$ cat src/design/mor_pkg.sv
// Shared types and constants for the max-ones-rectangle-on-border block.
// No dependencies; imported by mor_cell and the top level.
package mor_pkg;

   localparam int DEF_MAX_ROWS = 256;
   localparam int DEF_MAX_COLS = 256;
   localparam int COORD_W      = 8;
   localparam int COORD_LIMIT  = 256;
   localparam int CFG_W        = 9;
   localparam int OP_W         = 2;
   localparam int AREA_W       = 17;
   localparam int CSR_IDX_W    = 1;

   localparam logic [AREA_W-1:0] AREA_MAX = 17'h1FFFF;
   localparam logic [CFG_W-1:0]  SIZE_RESET = 9'd256;

   localparam logic [OP_W-1:0] OP_LOAD   = 2'd0;
   localparam logic [OP_W-1:0] OP_TOGGLE = 2'd1;
   localparam logic [OP_W-1:0] OP_QUERY  = 2'd2;

   localparam logic [CSR_IDX_W-1:0] CSR_ROWS = 1'b0;
   localparam logic [CSR_IDX_W-1:0] CSR_COLS = 1'b1;

   // Control of one run-length cell.
   typedef struct packed {
      logic clear;
      logic accum;
      logic shift;
   } cell_ctl_type;

endpackage

$ cat src/design/mor_cell.sv
// One run-length cell of the chain: counts a run of ones, then shifts toward the head.
// Depends on mor_pkg for the cell control struct.
module mor_cell #(
   parameter int LW = 9
) (
   input  logic                  clock,
   input  mor_pkg::cell_ctl_type ctl,
   input  logic                  bit_in,
   input  logic [LW-1:0]         next_run,
   output logic [LW-1:0]         run
);
   import mor_pkg::*;

   logic [LW-1:0] run_ff, run_in;
   logic          alive_ff, alive_in;

   always_comb begin
      run_in   = run_ff;
      alive_in = alive_ff;
      if (ctl.clear) begin
         run_in   = '0;
         alive_in = 1'b1;
      end else if (ctl.accum) begin
         if (alive_ff && bit_in) begin
            run_in = run_ff + LW'(1);
         end else begin
            alive_in = 1'b0;
         end
      end else if (ctl.shift) begin
         run_in = next_run;
      end
   end

   always_ff @(posedge clock) begin
      run_ff   <= run_in;
      alive_ff <= alive_in;
   end

   assign run = run_ff;

endmodule

$ cat config.mk
export PLATFORM = sky130hd
export DESIGN_NAME = mor_cell
export DESIGN_NICKNAME = d
export VERILOG_FILES = /design/src/design/mor_pkg.sv /design/src/design/mor_cell.sv
export SDC_FILE = /design/constraint.sdc
export NUM_CORES = 1
export LEC_CHECK = 0
export BUFFER_PORTS_ARGS = -buffer_cell sky130_fd_sc_hd__clkbuf_2
export CAP_MARGIN = 20
export CORE_ASPECT_RATIO = 1.1
export CORE_MARGIN = 1.5
export CORE_UTILIZATION = 40
export CTS_CLUSTER_DIAMETER = 60
export CTS_CLUSTER_SIZE = 24
export DETAILED_ROUTE_END_ITERATION = 16
export GPL_ROUTABILITY_DRIVEN = 1
export HOLD_SLACK_MARGIN = 0.12
export PLACE_DENSITY = 0.68
export REMOVE_ABC_BUFFERS = 1
export SYNTH_ARGS = -nofsm -noshare
export SYNTH_HDL_FRONTEND = slang
export SYNTH_SLANG_ARGS = --single-unit
$ cat constraint.sdc
create_clock -name clock -period 1.1 [get_ports clock]
set_input_delay 0.22 -clock clock [delete_from_list [all_inputs] [get_ports clock]]
set_output_delay 0.22 -clock clock [all_outputs]
set_load 0.005 [all_outputs]
==> impl_metrics.csv <==
group,metric,value,unit
setup_path,regToRegStartpoint,"run[0]$_SDFFE_PP0P_",
die,core,1400,um^2
min_path,hold_endpoint,"run[0]$_SDFFE_PP0P_",
setup_path,cp-end-kind,"flip-flop",
job,max_cap_viols,0,
finish,finish.net_count,124,
sta,final_critical_period,1.14,ns
yosys,synthesis.yosys.warnings,0,
yosys,synth_compound_gate_area_share,29.1,%
finish,layoutNonFillerInstCount,123,
finish,design_area,905,um^2
detailed_routing,vias,684,
die,start_util,44.1,%
yosys,synth_top_cell_area_share,32.4,%
yosys,postSynthAreaPerCell,8.13,um^2
finish,diodes,0,
finish,num-fill-cells,132,
grt,pin_count_of_the_biggest_net_entering_global_routing,14,
clock_network,tritoncts_num_sinks,10,
die,dieHeight,44.2,um
detailed_routing,avgViaCountPerCell,5.56,
outcome,status,"complete, but fails checks",
setup_path,timing.reg2reg.setup_slack,-0.04,ns
min_path,timing.hold.worst.class,"input pin to flip-flop",
clock_network,clockRootBuffer,"clkbuf_4",
detailed_routing,number_of_nets_with_antenna_violations_after_detailed_routing,0,
grt,number_of_global_route_vias_before_repair,647,
power,power_density,1030,nW/um^2
die,die_span_in_x,40.5,um
die,top_level_port_count,23,
yosys,yosys_register_bits,10,
clock_network,cts_made_buffers,3,
sta,final_hold_viol_count,0,
setup_path,critPathLaunchType,"flip-flop",
sta,report.final.slew_viol_count,0,
detailed_routing,route.detailed.wl_per_inst,14.3,um
clock_network,cts_max_path_buffers,2,
finish,syn_to_final_growth,46.4,%
placement,last_weighted_congestion_value_of_the_routability_driven_placer,0.802,
setup_path,critical_setup_path_class,"flip-flop to flip-flop",
yosys,synth_cells,76,
setup_path,worstReg2RegEnd,"run[3]$_SDFFE_PP0P_",
yosys,synth-simple-area-share,27.7,%
outcome,violations,"setup timing",
placement,post_dp_cell_area,787,um^2
yosys,synth_xor_xnor_area_share,0,%
setup_path,number_of_cell_instances_on_the_worst_register_to_register_path,5,
setup_path,timing.critical_path.arrival,1.30,ns
detailed_routing,drt_first_iter_violations,13,
power,static-leakage-power,0.381,nW
yosys,yosys.cell_types.count,34,
setup_path,timing.critical_path.fanout_max,4,
min_path,hold-path-cell-count,3,
placement,post-place-cells,120,
clock_network,tritoncts,"built",
yosys,synth_mux_area_share,1.62,%
min_path,hp-start,"next_run[0]",
die,fp-row-count,14,
setup_path,crit_required,1.26,ns
sta,post-route-worst-setup-slack,-0.0393,ns
yosys,post_synth_main_area_contributors,"dfxtp_1 (32%), a21oi_1 (6.5%), o21ai_0 (4.9%)",
detailed_routing,detailedRoute.firstPassIterationCount,4,
placement,io_buffers,22,
die,fp.dieArea,1790,um^2
yosys,largest_family_of_logic_cells_by_synthesized_area,"compound AO/OA/AOI/OAI gates",
grt,grt_pass1_wl,2760,um
clock_network,worst_setup_hold_path_clk_slew,0.06,ns
sta,timing.hold.ws,0.212,ns
finish,fraction_of_layout_instances_using_a_drive_strength_above_1,50.5,%
detailed_routing,drc,0,
sta,grt_setup_unrepaired,"true",
sta,max-slew-margin-rel,82.7,%
placement,pre_cts_ws,-0.110,ns
grt,antenna_found_initial,0,
detailed_routing,totalWireLength,1760,um
clock_network,htree_levels,1,
yosys,synth_sequential_area_ratio,32.4,%
yosys,yosys.area.top_type,"dfxtp_1",
sta,setup_viol_count_final,3,
grt,grt_usage,23.7,%
grt,grt-ovfl-total,0,
sta,min_period_over_period,104,%
sta,max_freq,878,MHz
sta,max_slew.worst_pin.slew,0.259,ns
yosys,post_synth_fa_ha_maj_area_fraction,2.02,%
yosys,netlist_area,618,um^2
power,peakVddDrop,588,uV
sta,fin_skew,0.00523,ns
clock_network,clock_latency,0.28,ns
placement,dp_hpwl,1180,um
worst max-delay path, stage by stage (launching register included):
cell,delay [ns]
dfxtp_4,0.36
buf_6,0.12
and2_4,0.14
a21o_2,0.21
a21oi_2,0.13
nor3_1,0.05
final cells by class:
| type | count | area [um^2] | area share (%) |
|---|---|---|---|
| clock buffers | 3 | 22.5 | 2.49 |
| inverters | 2 | 7.51 | 0.830 |
| multi-input cells | 60 | 428 | 47.3 |
| flip-flops and latches | 10 | 216 | 23.9 |
| well taps | 16 | 20.0 | 2.21 |
| repair buffers | 32 | 210 | 23.2 |
metrics by stage:
| stage | power, mW | utilization, % | setup TNS, ns |
|---|---|---|---|
| final | 0.933 | 64.6 | -0.0921 |
| after global routing | 0.983 | 64.6 | -0.297 |
| after CTS | 0.916 | 61.7 | -0.0525 |
| after detailed placement | 0.626 | 56.2 | -0.608 |
| after global placement | 0.619 | 56.2 | -0.325 |
| after floorplan | 0.506 | - | -0.155 |
routing by layer:
metal  GRT usage (%)  wire length [um]  up-vias
met2            34.3               847       25
li1                -                 -      345
met5               0                 0        -
met1            27.4               753      308
met3            9.05               110        6
met4            17.3                48        0
timing repair:
item,in CTS,in global routing
hold buffers,0,0
resized for setup,16,11
buffers inserted,0,0
pin swaps,4,11
endpoints found under the setup margin,10,12
hold endpoints to repair,0,0
kinds of logic after synthesis:
family,Yosys count
AO/OA/AOI/OAI,28
adder cells (fa/ha/maj),1
buffers and inverters,6
flip-flops,10
multiplexers,1
AND/OR/NAND/NOR,30
worst max-delay path by stage:
stage,start,end,slack [ns]
floorplan,run[2]$_SDFFE_PP0P_,run[8]$_SDFFE_PP0P_,-0.08
global placement,ctl[1],run[2]$_SDFFE_PP0P_,-0.09
detailed placement,ctl[1],run[2]$_SDFFE_PP0P_,-0.11
CTS,run[1]$_SDFFE_PP0P_,run[7]$_SDFFE_PP0P_,-0.02
global route,run[1]$_SDFFE_PP0P_,run[7]$_SDFFE_PP0P_,-0.08
finish,run[0]$_SDFFE_PP0P_,run[3]$_SDFFE_PP0P_,-0.04
registers in the layout (all words and copies together) (netlist names):
register and count:
alive_ff 1, run 9
report_power, final:
part | internal [mW] | leakage [nW] | total (mW) | switching, mW
sequential | 0.389 | 0.0851 | 0.417 | 0.0279
combinational | 0.134 | 0.282 | 0.250 | 0.116
clock | 0.127 | 0.0138 | 0.267 | 0.139
total | 0.650 | 0.381 | 0.933 | 0.283
placed cells by master (no fill, tap or decap), types with 2 or more instances in the layout:
master	count
a31oi_1	3
nand3_1	3
a21oi_1	7
dfxtp_2	4
nor2_1	7
a211oi_1	2
o21ai_1	3
o2bb2ai_1	2
nor3_1	2
nand2b_1	2
nand2_1	5
nor2b_1	3
dfxtp_1	3
buf_4	5
o21ai_0	4
buf_6	6
dfxtp_4	3
clkbuf_2	21
inv_1	2
clkbuf_4	3
cell usage after synthesis, drive strengths merged:
cell and instances:
and4 2, nor3 2, a211oi 2, a21o 1
or2 1, and2 1, a31o 1, dfxtp 10
mux2i 1, a21oi 8, a41oi 1, nand3 3
buf 2, a31oi 4, o2bb2ai 2, nand2b 2
and3 1, clkbuf 2, a32oi 1, and4b 1
nor2b 4, or3 1, o22ai 1, ha 1
nand2 5, nor2 7, o21ai 7, inv 2
Power figures use the tool's default switching activity.
